`config.mk`:
```
export PLATFORM = sky130hd
export DESIGN_NAME = object_pool_swap_remove_flat
export DESIGN_NICKNAME = d
export VERILOG_FILES = /design/src/rtl/opsr_pkg.sv /design/src/rtl/opsr_if.sv /design/src/rtl/object_pool_swap_remove.sv /design/src/rtl/opsr_dpath.sv /design/src/rtl/opsr_ctrl.sv /design/src/flat_wrapper.sv
export SDC_FILE = /design/constraint.sdc
export NUM_CORES = 2
export LEC_CHECK = 0
export BUFFER_PORTS_ARGS = -buffer_cell sky130_fd_sc_hd__buf_2
export CORE_ASPECT_RATIO = 1.2
export CORE_MARGIN = 3
export CORE_UTILIZATION = 25
export CTS_CLUSTER_DIAMETER = 120
export DETAILED_ROUTE_END_ITERATION = 6
export MAX_ROUTING_LAYER = met4
export PLACE_DENSITY = 0.46
export SLEW_MARGIN = 40
export SYNTH_ARGS = -nofsm -noshare
export SYNTH_HDL_FRONTEND = slang
export SYNTH_HIERARCHICAL = 1
export SYNTH_SLANG_ARGS = --single-unit
```
`constraint.sdc`:
```
create_clock -name clk_i -period 9.8 [get_ports clk_i]
set_clock_uncertainty 0.1 [all_clocks]
set_input_delay 1.47 -clock clk_i [delete_from_list [all_inputs] [get_ports clk_i]]
set_output_delay 1.47 -clock clk_i [all_outputs]
set_load 0.005 [all_outputs]
```
`src/rtl/opsr_pkg.sv`:
```
`default_nettype none
// ----------------------------------------------------------------------------
// opsr_pkg: shared types and codes for the object pool
// Payload words, command and status codes, and the controller/datapath
// command and status groups.
// ----------------------------------------------------------------------------
package opsr_pkg;

  localparam int unsigned POOL_SIZE_DEF    = 64;
  localparam int unsigned PENDING_SIZE_DEF = 64;

  localparam int unsigned CMD_W     = 2;
  localparam int unsigned EID_W     = 6;
  localparam int unsigned STAT_W    = 2;
  localparam int unsigned CNT_OUT_W = 7;

  // command codes
  localparam logic [CMD_W-1:0] CMD_ACQUIRE = 2'd0;
  localparam logic [CMD_W-1:0] CMD_MARK    = 2'd1;
  localparam logic [CMD_W-1:0] CMD_COLLECT = 2'd2;

  // status codes
  localparam logic [STAT_W-1:0] ST_OK    = 2'd0;
  localparam logic [STAT_W-1:0] ST_EMPTY = 2'd1;
  localparam logic [STAT_W-1:0] ST_FULL  = 2'd2;

  typedef struct packed {
    logic [CMD_W-1:0] command;
    logic [EID_W-1:0] entry_id;
  } cmd_t;

  typedef struct packed {
    logic [STAT_W-1:0]    status;
    logic [EID_W-1:0]     granted_id;
    logic [CNT_OUT_W-1:0] released_count;
    logic [CNT_OUT_W-1:0] active_count;
    logic [CNT_OUT_W-1:0] free_count;
  } rsp_t;

  // controller -> datapath
  typedef struct packed {
    logic init_step;
    logic latch_item;
    logic exec;
    logic acq_commit;
    logic col_take_id;
    logic col_check;
    logic col_free;
    logic col_move;
    logic col_next;
    logic load_result;
  } ctl_cmd_t;

  // datapath -> controller
  typedef struct packed {
    logic             init_last;
    logic [CMD_W-1:0] cmd;
    logic             acq_blocked;
    logic             pend_empty;
    logic             pos_hit;
    logic             can_free;
    logic             pos_is_last;
    logic             idx_last;
  } dp_stat_t;

endpackage
`default_nettype wire

```
`src/rtl/opsr_if.sv`:
```
`default_nettype none
// ----------------------------------------------------------------------------
// opsr_if: request and response channels of the object pool
// Valid/ready channels; a word moves when valid and ready are both high.
// ----------------------------------------------------------------------------
interface opsr_cmd_if import opsr_pkg::*; ();
  logic valid;
  logic ready;
  cmd_t data;

  modport source (output valid, output data, input ready);
  modport sink   (input valid, input data, output ready);
endinterface

interface opsr_rsp_if import opsr_pkg::*; ();
  logic valid;
  logic ready;
  rsp_t data;

  modport source (output valid, output data, input ready);
  modport sink   (input valid, input data, output ready);
endinterface
`default_nettype wire

```
`src/rtl/object_pool_swap_remove.sv`:
```
`default_nettype none
// Sequence: acquire goes through exec, the acquire commit and done; mark and unused
//   codes go through exec and done; collect walks each pending mark through position
//   read and active check, then free, and a move when the hole takes the last active entry.
// Throughput: one word at a time; a result still waiting in the output register
//   holds the next one in its done state.
// Reset: async; an init pass then fills the tables, request not ready.
// ----------------------------------------------------------------------------
// object_pool_swap_remove: pool of numbered entries with swap-remove release
// Controller plus datapath; LIFO free stack, dense active list, per-entry
// position table and a pending-release queue drained by collect.
// ----------------------------------------------------------------------------
module object_pool_swap_remove import opsr_pkg::*; #(
  parameter int unsigned POOL_SIZE    = POOL_SIZE_DEF,
  parameter int unsigned PENDING_SIZE = PENDING_SIZE_DEF
) (
  input wire logic   clk_i,
  input wire logic   rst_ni,
  opsr_cmd_if.sink   in_i,
  opsr_rsp_if.source out_o
);

  ctl_cmd_t ctl;
  dp_stat_t stat;
  rsp_t     rsp;
  logic     in_ready;
  logic     out_valid;

  opsr_ctrl u_ctrl (
    .clk_i       (clk_i),
    .rst_ni      (rst_ni),
    .in_valid_i  (in_i.valid),
    .in_ready_o  (in_ready),
    .out_valid_o (out_valid),
    .out_ready_i (out_o.ready),
    .stat_i      (stat),
    .ctl_o       (ctl)
  );

  opsr_dpath #(
    .POOL_SIZE    (POOL_SIZE),
    .PENDING_SIZE (PENDING_SIZE)
  ) u_dpath (
    .clk_i  (clk_i),
    .rst_ni (rst_ni),
    .item_i (in_i.data),
    .ctl_i  (ctl),
    .stat_o (stat),
    .rsp_o  (rsp)
  );

  assign in_i.ready  = in_ready;
  assign out_o.valid = out_valid;
  assign out_o.data  = rsp;

`ifndef ASSERT_OFF
  a_busy_after_accept: assert property (@(posedge clk_i) disable iff (!rst_ni)
    (in_i.valid && in_i.ready) |=> !in_i.ready)
    else $error("request taken while a word is in flight");

  a_count_sum: assert property (@(posedge clk_i) disable iff (!rst_ni)
    out_o.valid |->
      CNT_OUT_W'(out_o.data.active_count + out_o.data.free_count) == CNT_OUT_W'(POOL_SIZE))
    else $error("active and free counts do not cover the pool");

  a_empty_result: assert property (@(posedge clk_i) disable iff (!rst_ni)
    (out_o.valid && out_o.data.status == ST_EMPTY) |->
      (out_o.data.free_count == '0 && out_o.data.granted_id == '0))
    else $error("empty status with free entries or a grant");

  a_full_result: assert property (@(posedge clk_i) disable iff (!rst_ni)
    (out_o.valid && out_o.data.status == ST_FULL) |->
      (out_o.data.released_count == '0 && out_o.data.granted_id == '0))
    else $error("queue-full status with a grant or release");
`endif

endmodule
`default_nettype wire

```
`src/rtl/opsr_dpath.sv`:
```
`default_nettype none
// ----------------------------------------------------------------------------
// opsr_dpath: object pool datapath
// Free stack, active list, position table and pending queue memories, the
// depth counters, the collect walk index and the result register.
// ----------------------------------------------------------------------------
module opsr_dpath import opsr_pkg::*; #(
  parameter int unsigned POOL_SIZE    = POOL_SIZE_DEF,
  parameter int unsigned PENDING_SIZE = PENDING_SIZE_DEF
) (
  input  wire logic     clk_i,
  input  wire logic     rst_ni,
  input  wire cmd_t     item_i,
  input  wire ctl_cmd_t ctl_i,
  output dp_stat_t      stat_o,
  output rsp_t          rsp_o
);

  localparam int unsigned ID_W  = $clog2(POOL_SIZE);
  localparam int unsigned CNT_W = $clog2(POOL_SIZE + 1);
  localparam int unsigned PQ_AW = (PENDING_SIZE > 1) ? $clog2(PENDING_SIZE) : 1;
  localparam int unsigned PQ_CW = $clog2(PENDING_SIZE + 1);
  localparam int unsigned CMP_W = (EID_W > CNT_W) ? EID_W : CNT_W;

  localparam logic [CNT_W-1:0] POOL_CNT  = CNT_W'(POOL_SIZE);
  localparam logic [PQ_CW-1:0] PEND_CNT  = PQ_CW'(PENDING_SIZE);
  localparam logic [ID_W-1:0]  POOL_LAST = ID_W'(POOL_SIZE - 1);
  localparam logic [CMP_W-1:0] POOL_CMP  = CMP_W'(POOL_SIZE);

  typedef struct packed {
    logic            valid;
    logic [ID_W-1:0] pos;
  } pos_ent_t;

  // memories
  logic [ID_W-1:0]  fs_mem [POOL_SIZE];
  logic [ID_W-1:0]  al_mem [POOL_SIZE];
  pos_ent_t         pm_mem [POOL_SIZE];
  logic [EID_W-1:0] pq_mem [PENDING_SIZE];

  logic [ID_W-1:0]  fs_rd_q;
  logic [ID_W-1:0]  al_rd0_q;
  logic [ID_W-1:0]  al_rd1_q;
  pos_ent_t         pm_rd_q;
  logic [EID_W-1:0] pq_rd_q;

  // control state
  logic [CNT_W-1:0] free_depth_q;
  logic [CNT_W-1:0] active_depth_q;
  logic [PQ_CW-1:0] pend_depth_q;
  logic [PQ_CW-1:0] idx_q, idx_d;
  logic [ID_W-1:0]  init_q;

  // item and walk payload
  logic [CMD_W-1:0]  cmd_q;
  logic [EID_W-1:0]  eid_q;
  logic [STAT_W-1:0] status_q;
  logic [ID_W-1:0]   granted_q;
  logic [CNT_W-1:0]  released_q;
  logic [ID_W-1:0]   cur_id_q;
  logic              id_ok_q;
  logic [ID_W-1:0]   cur_pos_q;
  logic [ID_W-1:0]   mover_q;
  rsp_t              rsp_q;

  logic             acq_blocked, pend_full, pend_empty, free_full;
  logic             pos_hit, can_free, pos_is_last, idx_last, q_id_ok;
  logic [CNT_W-1:0] last_pos;
  logic             mark_wr;

  logic             al_we;
  logic [ID_W-1:0]  al_wa, al_wd;
  logic             pm_we;
  logic [ID_W-1:0]  pm_wa;
  pos_ent_t         pm_wd;

  assign acq_blocked = (free_depth_q == '0) || (active_depth_q >= POOL_CNT);
  assign pend_full   = pend_depth_q >= PEND_CNT;
  assign pend_empty  = pend_depth_q == '0;
  assign free_full   = free_depth_q >= POOL_CNT;
  assign last_pos    = active_depth_q - 1'b1;
  assign pos_hit     = id_ok_q && pm_rd_q.valid && (CNT_W'(pm_rd_q.pos) < active_depth_q);
  assign can_free    = (al_rd0_q == cur_id_q) && !free_full;
  assign pos_is_last = CNT_W'(cur_pos_q) == last_pos;
  assign idx_last    = PQ_CW'(idx_q + 1'b1) == pend_depth_q;
  assign q_id_ok     = CMP_W'(pq_rd_q) < POOL_CMP;
  assign mark_wr     = ctl_i.exec && (cmd_q == CMD_MARK) && !pend_full;

  always_comb begin
    idx_d = idx_q;
    if (ctl_i.col_next) begin
      idx_d = idx_last ? '0 : PQ_CW'(idx_q + 1'b1);
    end
  end

  // active list write port
  always_comb begin
    al_we = 1'b0;
    al_wa = init_q;
    al_wd = init_q;
    if (ctl_i.init_step) begin
      al_we = 1'b1;
    end else if (ctl_i.acq_commit) begin
      al_we = 1'b1;
      al_wa = active_depth_q[ID_W-1:0];
      al_wd = fs_rd_q;
    end else if (ctl_i.col_free && !pos_is_last) begin
      // last active entry fills the hole
      al_we = 1'b1;
      al_wa = cur_pos_q;
      al_wd = al_rd1_q;
    end
  end

  // position table write port
  always_comb begin
    pm_we = 1'b0;
    pm_wa = init_q;
    pm_wd = '{valid: 1'b1, pos: init_q};
    if (ctl_i.init_step) begin
      pm_we = 1'b1;
    end else if (ctl_i.acq_commit) begin
      pm_we = 1'b1;
      pm_wa = fs_rd_q;
      pm_wd = '{valid: 1'b1, pos: active_depth_q[ID_W-1:0]};
    end else if (ctl_i.col_free) begin
      pm_we = 1'b1;
      pm_wa = cur_id_q;
      pm_wd = '0;
    end else if (ctl_i.col_move) begin
      pm_we = 1'b1;
      pm_wa = mover_q;
      pm_wd = '{valid: 1'b1, pos: cur_pos_q};
    end
  end

  always_ff @(posedge clk_i) begin
    if (ctl_i.col_free) begin
      fs_mem[free_depth_q[ID_W-1:0]] <= cur_id_q;
    end
    fs_rd_q <= fs_mem[ID_W'(free_depth_q - 1'b1)];
  end

  always_ff @(posedge clk_i) begin
    if (al_we) begin
      al_mem[al_wa] <= al_wd;
    end
    al_rd0_q <= al_mem[pm_rd_q.pos];
    al_rd1_q <= al_mem[ID_W'(last_pos)];
  end

  always_ff @(posedge clk_i) begin
    if (pm_we) begin
      pm_mem[pm_wa] <= pm_wd;
    end
    pm_rd_q <= pm_mem[ID_W'(pq_rd_q)];
  end

  always_ff @(posedge clk_i) begin
    if (mark_wr) begin
      pq_mem[pend_depth_q[PQ_AW-1:0]] <= eid_q;
    end
    pq_rd_q <= pq_mem[idx_d[PQ_AW-1:0]];
  end

  always_ff @(posedge clk_i or negedge rst_ni) begin
    if (!rst_ni) begin
      free_depth_q   <= '0;
      active_depth_q <= POOL_CNT;
      pend_depth_q   <= '0;
      idx_q          <= '0;
      init_q         <= '0;
    end else begin
      idx_q <= idx_d;
      if (ctl_i.init_step) begin
        init_q <= ID_W'(init_q + 1'b1);
      end
      if (mark_wr) begin
        pend_depth_q <= PQ_CW'(pend_depth_q + 1'b1);
      end else if (ctl_i.col_next && idx_last) begin
        pend_depth_q <= '0;
      end
      if (ctl_i.acq_commit) begin
        free_depth_q   <= free_depth_q - 1'b1;
        active_depth_q <= active_depth_q + 1'b1;
      end else if (ctl_i.col_free) begin
        free_depth_q   <= free_depth_q + 1'b1;
        active_depth_q <= active_depth_q - 1'b1;
      end
    end
  end

  always_ff @(posedge clk_i) begin
    if (ctl_i.latch_item) begin
      cmd_q      <= item_i.command;
      eid_q      <= item_i.entry_id;
      status_q   <= ST_OK;
      granted_q  <= '0;
      released_q <= '0;
    end
    if (ctl_i.exec) begin
      if (cmd_q == CMD_ACQUIRE && acq_blocked) begin
        status_q <= ST_EMPTY;
      end else if (cmd_q == CMD_MARK && pend_full) begin
        status_q <= ST_FULL;
      end
    end
    if (ctl_i.acq_commit) begin
      granted_q <= fs_rd_q;
    end
    if (ctl_i.col_take_id) begin
      cur_id_q <= ID_W'(pq_rd_q);
      id_ok_q  <= q_id_ok;
    end
    if (ctl_i.col_check) begin
      cur_pos_q <= pm_rd_q.pos;
    end
    if (ctl_i.col_free) begin
      mover_q    <= al_rd1_q;
      released_q <= released_q + 1'b1;
    end
    if (ctl_i.load_result) begin
      rsp_q.status         <= status_q;
      rsp_q.granted_id     <= EID_W'(granted_q);
      rsp_q.released_count <= CNT_OUT_W'(released_q);
      rsp_q.active_count   <= CNT_OUT_W'(active_depth_q);
      rsp_q.free_count     <= CNT_OUT_W'(free_depth_q);
    end
  end

  assign stat_o.init_last   = init_q == POOL_LAST;
  assign stat_o.cmd         = cmd_q;
  assign stat_o.acq_blocked = acq_blocked;
  assign stat_o.pend_empty  = pend_empty;
  assign stat_o.pos_hit     = pos_hit;
  assign stat_o.can_free    = can_free;
  assign stat_o.pos_is_last = pos_is_last;
  assign stat_o.idx_last    = idx_last;

  assign rsp_o = rsp_q;

endmodule
`default_nettype wire

```
`src/rtl/opsr_ctrl.sv`:
```
`default_nettype none
// ----------------------------------------------------------------------------
// opsr_ctrl: object pool controller
// Sequences the init pass, acquire, mark and the collect walk, and owns the
// request ready and the response valid.
// ----------------------------------------------------------------------------
module opsr_ctrl import opsr_pkg::*; (
  input  wire logic     clk_i,
  input  wire logic     rst_ni,
  input  wire logic     in_valid_i,
  output logic          in_ready_o,
  output logic          out_valid_o,
  input  wire logic     out_ready_i,
  input  wire dp_stat_t stat_i,
  output ctl_cmd_t      ctl_o
);

  typedef enum logic [8:0] {
    S_INIT  = 9'b000000001,
    S_IDLE  = 9'b000000010,
    S_EXEC  = 9'b000000100,
    S_ACQ   = 9'b000001000,
    S_CPOS  = 9'b000010000,
    S_CACT  = 9'b000100000,
    S_CFREE = 9'b001000000,
    S_CMOVE = 9'b010000000,
    S_DONE  = 9'b100000000
  } state_e;

  state_e   state_q, state_d;
  logic     out_valid_q;
  state_e   walk_next;

  assign walk_next = stat_i.idx_last ? S_DONE : S_CPOS;

  always_comb begin
    state_d = state_q;
    ctl_o   = '0;
    case (state_q)
      S_INIT: begin
        ctl_o.init_step = 1'b1;
        if (stat_i.init_last) begin
          state_d = S_IDLE;
        end
      end
      S_IDLE: begin
        if (in_valid_i) begin
          ctl_o.latch_item = 1'b1;
          state_d          = S_EXEC;
        end
      end
      S_EXEC: begin
        ctl_o.exec = 1'b1;
        if (stat_i.cmd == CMD_ACQUIRE && !stat_i.acq_blocked) begin
          state_d = S_ACQ;
        end else if (stat_i.cmd == CMD_COLLECT && !stat_i.pend_empty) begin
          state_d = S_CPOS;
        end else begin
          state_d = S_DONE;
        end
      end
      S_ACQ: begin
        ctl_o.acq_commit = 1'b1;
        state_d          = S_DONE;
      end
      S_CPOS: begin
        ctl_o.col_take_id = 1'b1;
        state_d           = S_CACT;
      end
      S_CACT: begin
        ctl_o.col_check = 1'b1;
        if (stat_i.pos_hit) begin
          state_d = S_CFREE;
        end else begin
          // stale or out-of-range mark: skip it
          ctl_o.col_next = 1'b1;
          state_d        = walk_next;
        end
      end
      S_CFREE: begin
        ctl_o.col_free = stat_i.can_free;
        if (!stat_i.can_free || stat_i.pos_is_last) begin
          ctl_o.col_next = 1'b1;
          state_d        = walk_next;
        end else begin
          state_d = S_CMOVE;
        end
      end
      S_CMOVE: begin
        ctl_o.col_move = 1'b1;
        ctl_o.col_next = 1'b1;
        state_d        = walk_next;
      end
      S_DONE: begin
        // hold until the output register is free
        if (!out_valid_q || out_ready_i) begin
          ctl_o.load_result = 1'b1;
          state_d           = S_IDLE;
        end
      end
      default: begin
        state_d = S_IDLE;
      end
    endcase
  end

  always_ff @(posedge clk_i or negedge rst_ni) begin
    if (!rst_ni) begin
      state_q     <= S_INIT;
      out_valid_q <= 1'b0;
    end else begin
      state_q <= state_d;
      if (ctl_o.load_result) begin
        out_valid_q <= 1'b1;
      end else if (out_ready_i) begin
        out_valid_q <= 1'b0;
      end
    end
  end

  assign in_ready_o  = state_q == S_IDLE;
  assign out_valid_o = out_valid_q;

endmodule
`default_nettype wire

```
`src/flat_wrapper.sv`:
```
// flat-port wrapper written by rule: the top's interface ports become plain ports
module object_pool_swap_remove_flat import opsr_pkg::*;
#(
  parameter int unsigned POOL_SIZE    = POOL_SIZE_DEF,
  parameter int unsigned PENDING_SIZE = PENDING_SIZE_DEF
)
  (clk_i, rst_ni, in_i_valid, in_i_data, in_i_ready, out_o_valid, out_o_data, out_o_ready);
  opsr_cmd_if in_i_i ();
  opsr_rsp_if out_o_i ();
  input wire logic clk_i;
  input wire logic rst_ni;
  input wire logic [$bits(in_i_i.valid)-1:0] in_i_valid;
  input wire logic [$bits(in_i_i.data)-1:0] in_i_data;
  output wire logic [$bits(in_i_i.ready)-1:0] in_i_ready;
  output wire logic [$bits(out_o_i.valid)-1:0] out_o_valid;
  output wire logic [$bits(out_o_i.data)-1:0] out_o_data;
  input wire logic [$bits(out_o_i.ready)-1:0] out_o_ready;
  assign in_i_i.valid = in_i_valid;
  assign in_i_i.data = in_i_data;
  assign in_i_ready = in_i_i.ready;
  assign out_o_valid = out_o_i.valid;
  assign out_o_data = out_o_i.data;
  assign out_o_i.ready = out_o_ready;
  object_pool_swap_remove #(.POOL_SIZE(POOL_SIZE), .PENDING_SIZE(PENDING_SIZE)) u_core (.clk_i(clk_i), .rst_ni(rst_ni), .in_i(in_i_i), .out_o(out_o_i));
endmodule
```
==> out/metrics.csv <==
metric;value;unit
remaining routing DRC violations;0;
non-filler cells, final;8143;
hpwl dp;133;mm
Yosys reg bits;1745;
switching component of the power;3.60;mW
CTS Sinks;1745;
# IOs;43;
Cell Rows;218;
fin crit period;6.66;ns
Worst R2R Setup Slack;3.14;ns
vias per cell;4.85;
final wirelength;212;mm
Worst-path clk slew;0.06;ns
Post-Syn Area;74000;sq um
Net Count, Synth;4138;
largest net degree at the start of global routing;88;
type of origin of the critical path;register;
commonest non-fill, non-tap cell in the layout;edfxtp_1;
total negative slack;0;ns
Critical Path AT;7.23;ns
sequential cell fraction of total power;51.5;%
largest cells by area after synthesis;edfxtp_1 68%, mux4_2 16%, nor2_1 1.7%;
core footprint;294000;sq um
latest clock arrival within the worst-skew pair;0.84;ns
Hold Violations, Final;0;
Synth Instances;4112;
CP max FO;32;
via count;39468;
fillers;28994;
H-tree depth;4;
crit path kind;reg -> reg;
Crit. End Element;register;
all-layer global routing usage;14.1;%
area leader, netlist;edfxtp_1;
Clock Power Share;43.0;%
EDFF count, synth;1668;
CTS tree;yes;
die area;302000;sq um
maxcap violations;0;
first-pass GRT wire length;306;mm
ys flop type;edfxtp_1;
Sw Ratio;22.4;%
Max Root-Sink Buffers;4;
worst hold slack;0.328;ns
Cells after DPL;7817;
area added between synthesis and finish;14.8;%
GRT overflow;0;
1st-pass router iterations;5;
setup violators final;0;
Die H;602;um
Rel. slew slack;43.6;%
internal power consumption;12.5;mW
wire per inst;26.0;um
Final Cycle Share;68.0;%
setup repair bufs after CTS;0;
CTS root buffer;clkbuf_16;
Avg Cell Area, Syn;18.0;sq um
Power Density;189;nW/um^2
Starting Density;25.2;%
Synth cell types;99;
metal3 WL;9.57;mm
status;completed;
Slew Limit Fails;0;
vias in the first global route;40900;
Seq/Total Area, Yosys;70.1;%
number of gates resized after CTS;0;
Combinational Power Share;5.5;%
Routed met1 length;85.1;mm
worst slew pin tran;0.846;ns
Leak;23.8;nW
Fmax;150;MHz
DR iter-0 viols;3380;
top routing layer in use;met4;
metal2 WL;111;mm
most frequent cells in the layout;1668 x edfxtp_1, 523 x mux4_2, 320 x nor2_1;
die width;503;um
top cell type's share of synthesized area;67.7;%
worst min path class;reg -> reg;
Syn. warnings;6;
post-route ant nets;0;
CP Data Required Time;10.36;ns
hold buffers post-CTS;0;
Final nets;4180;
PortBufs;42;
GP Congestion;0.852;
RSZ-0062 raised after global routing;no;
CTS Buf Count;182;
share of layout cells above drive strength 1;24.3;%
initial antenna violation count;1;
ys async rst share;2.52;%
worst vdd ir;123;uV
cell type report:
| type | instances | area [sq um] | share of cell area, % |
|---|---|---|---|
| multi-input combinational | 2058 | 21200 | 25.0 |
| sequential | 1745 | 51900 | 61.1 |
| timing repair buffer | 134 | 1030 | 1.21 |
| inverter | 33 | 125 | 0.147 |
| clock inverter | 96 | 992 | 1.17 |
| tap | 3850 | 4820 | 5.67 |
| clock buffer | 222 | 4820 | 5.67 |
| antenna | 5 | 12.5 | 0.0147 |
synth_stat cells (all sizes together) (6+ instances only):
cell    number
and2        21
o31a         6
o211ai      11
or3          9
nand2      235
o21ai      124
mux4       525
nor4b        7
o21a         6
nand4       16
and3        81
a21o         6
a311o       15
nor3        23
o31ai       11
dfxtp       33
a32o         6
a21oi       80
a211oi      87
nand3b       9
xnor2       34
a221oi       9
or3b         6
buf         83
nor2b       22
mux2        17
clkbuf     193
xor2        19
nand2b      12
a21boi      28
nand3       58
or4          6
edfxtp    1668
nor2       327
a311oi      26
ha          14
nor4        25
inv         32
or2         12
o22ai       20
a31oi       53
dfrtp       42
mux2i       29
a22oi       18
power by group through the flow:
stage	logic [mW]	registers, mW	clock network [mW]
6_report	0.879	8.28	6.91
5_1_grt	0.950	8.28	7.40
4_1_cts	0.890	8.28	7.12
3_5_place_dp	0.888	8.44	0
3_3_place_gp	0.871	8.45	0
2_1_floorplan	0.510	8.44	0
metal layers:
| layer | vias up | GRT usage [%] |
|---|---|---|
| li1 | 16921 | - |
| met1 | 21115 | 17.1 |
| met2 | 1125 | 24.6 |
| met3 | 307 | 1.91 |
| met4 | 0 | 3.77 |
| met5 | - | - |
registers in the layout (all words and copies together) (netlist names), 7 cells and up:
| name | count |
|---|---|
| u_core/u_dpath/released_q | 7 |
| u_core/u_dpath/idx_q | 7 |
| u_core/u_dpath/fs_mem | 384 |
| u_core/u_dpath/pm_rd_q | 7 |
| u_core/u_dpath/pm_mem | 448 |
| u_core/u_dpath/pq_mem | 384 |
| u_core/u_dpath/active_depth_q | 7 |
| u_core/u_dpath/pend_depth_q | 7 |
| u_core/u_ctrl/state_q | 9 |
| u_core/u_dpath/free_depth_q | 7 |
| u_core/u_dpath/rsp_o | 29 |
| u_core/u_dpath/al_mem | 384 |
cells by family after synthesis:
family                     count (synthesis)  share of synthesized area (%)
AOI/OAI and AO/OA                        542                           5.06
xor gates and xnor gates                  57                          0.777
adders and majority gates                 14                          0.237
buffers and inverters                    309                           1.65
DFF                                     1745                           70.1
muxes                                    571                           16.6
and+or+nand+nor                          874                           5.52
worst paths after layout:
path | startpoint | endpoint | cells past startpoint
worst max-delay path | u_core/u_dpath/active_depth_q[0] | u_core/u_dpath/pq_rd_q[4] | 20
worst min-delay path | u_core/u_dpath/status_q[0] | u_core/u_dpath/rsp_o[27] | 0
worst max register to register | u_core/u_dpath/active_depth_q[0] | u_core/u_dpath/pq_rd_q[4] | 20
min in group asynchronous | rst_ni | u_core/u_dpath/active_depth_q[3] | 2
worst min register to register | u_core/u_dpath/status_q[0] | u_core/u_dpath/rsp_o[27] | 0
max in group asynchronous | rst_ni | u_core/u_ctrl/state_q[0] | 3
through the flow:
step / power [mW] / utilization [%] / worst slack, ns / cell area (sq um)
5_1_grt: 16.6 / 28.9 / 2.67 / 84900
3_5_place_dp: 9.33 / 26.9 / 3.11 / 79000
3_3_place_gp: 9.32 / 26.8 / 2.92 / 78800
2_1_floorplan: 8.95 / - / 2.64 / 74000
4_1_cts: 16.3 / 28.8 / 3.10 / 84800
6_report: 16.1 / 28.9 / 3.14 / 84900
critical path: stages, from the launching register on:
cell and delay [ns]:
dfrtp_4 0.66, inv_1 0.24, ha_4 0.20, or3b_4 0.44, xnor2_4 0.47, xnor2_1 0.18
nor3_1 0.24, nand2b_1 0.23, nand2_1 0.08, o32a_1 0.23, nor2_4 0.15, buf_4 0.40
o21ai_0 0.32, o31ai_4 0.54, inv_2 0.40, buf_4 0.38, mux2_1 0.37, o2111ai_1 0.25
o211ai_1 0.13, nor4_1 0.34, nand4_1 0.11
(Power assumes the default switching activity.)
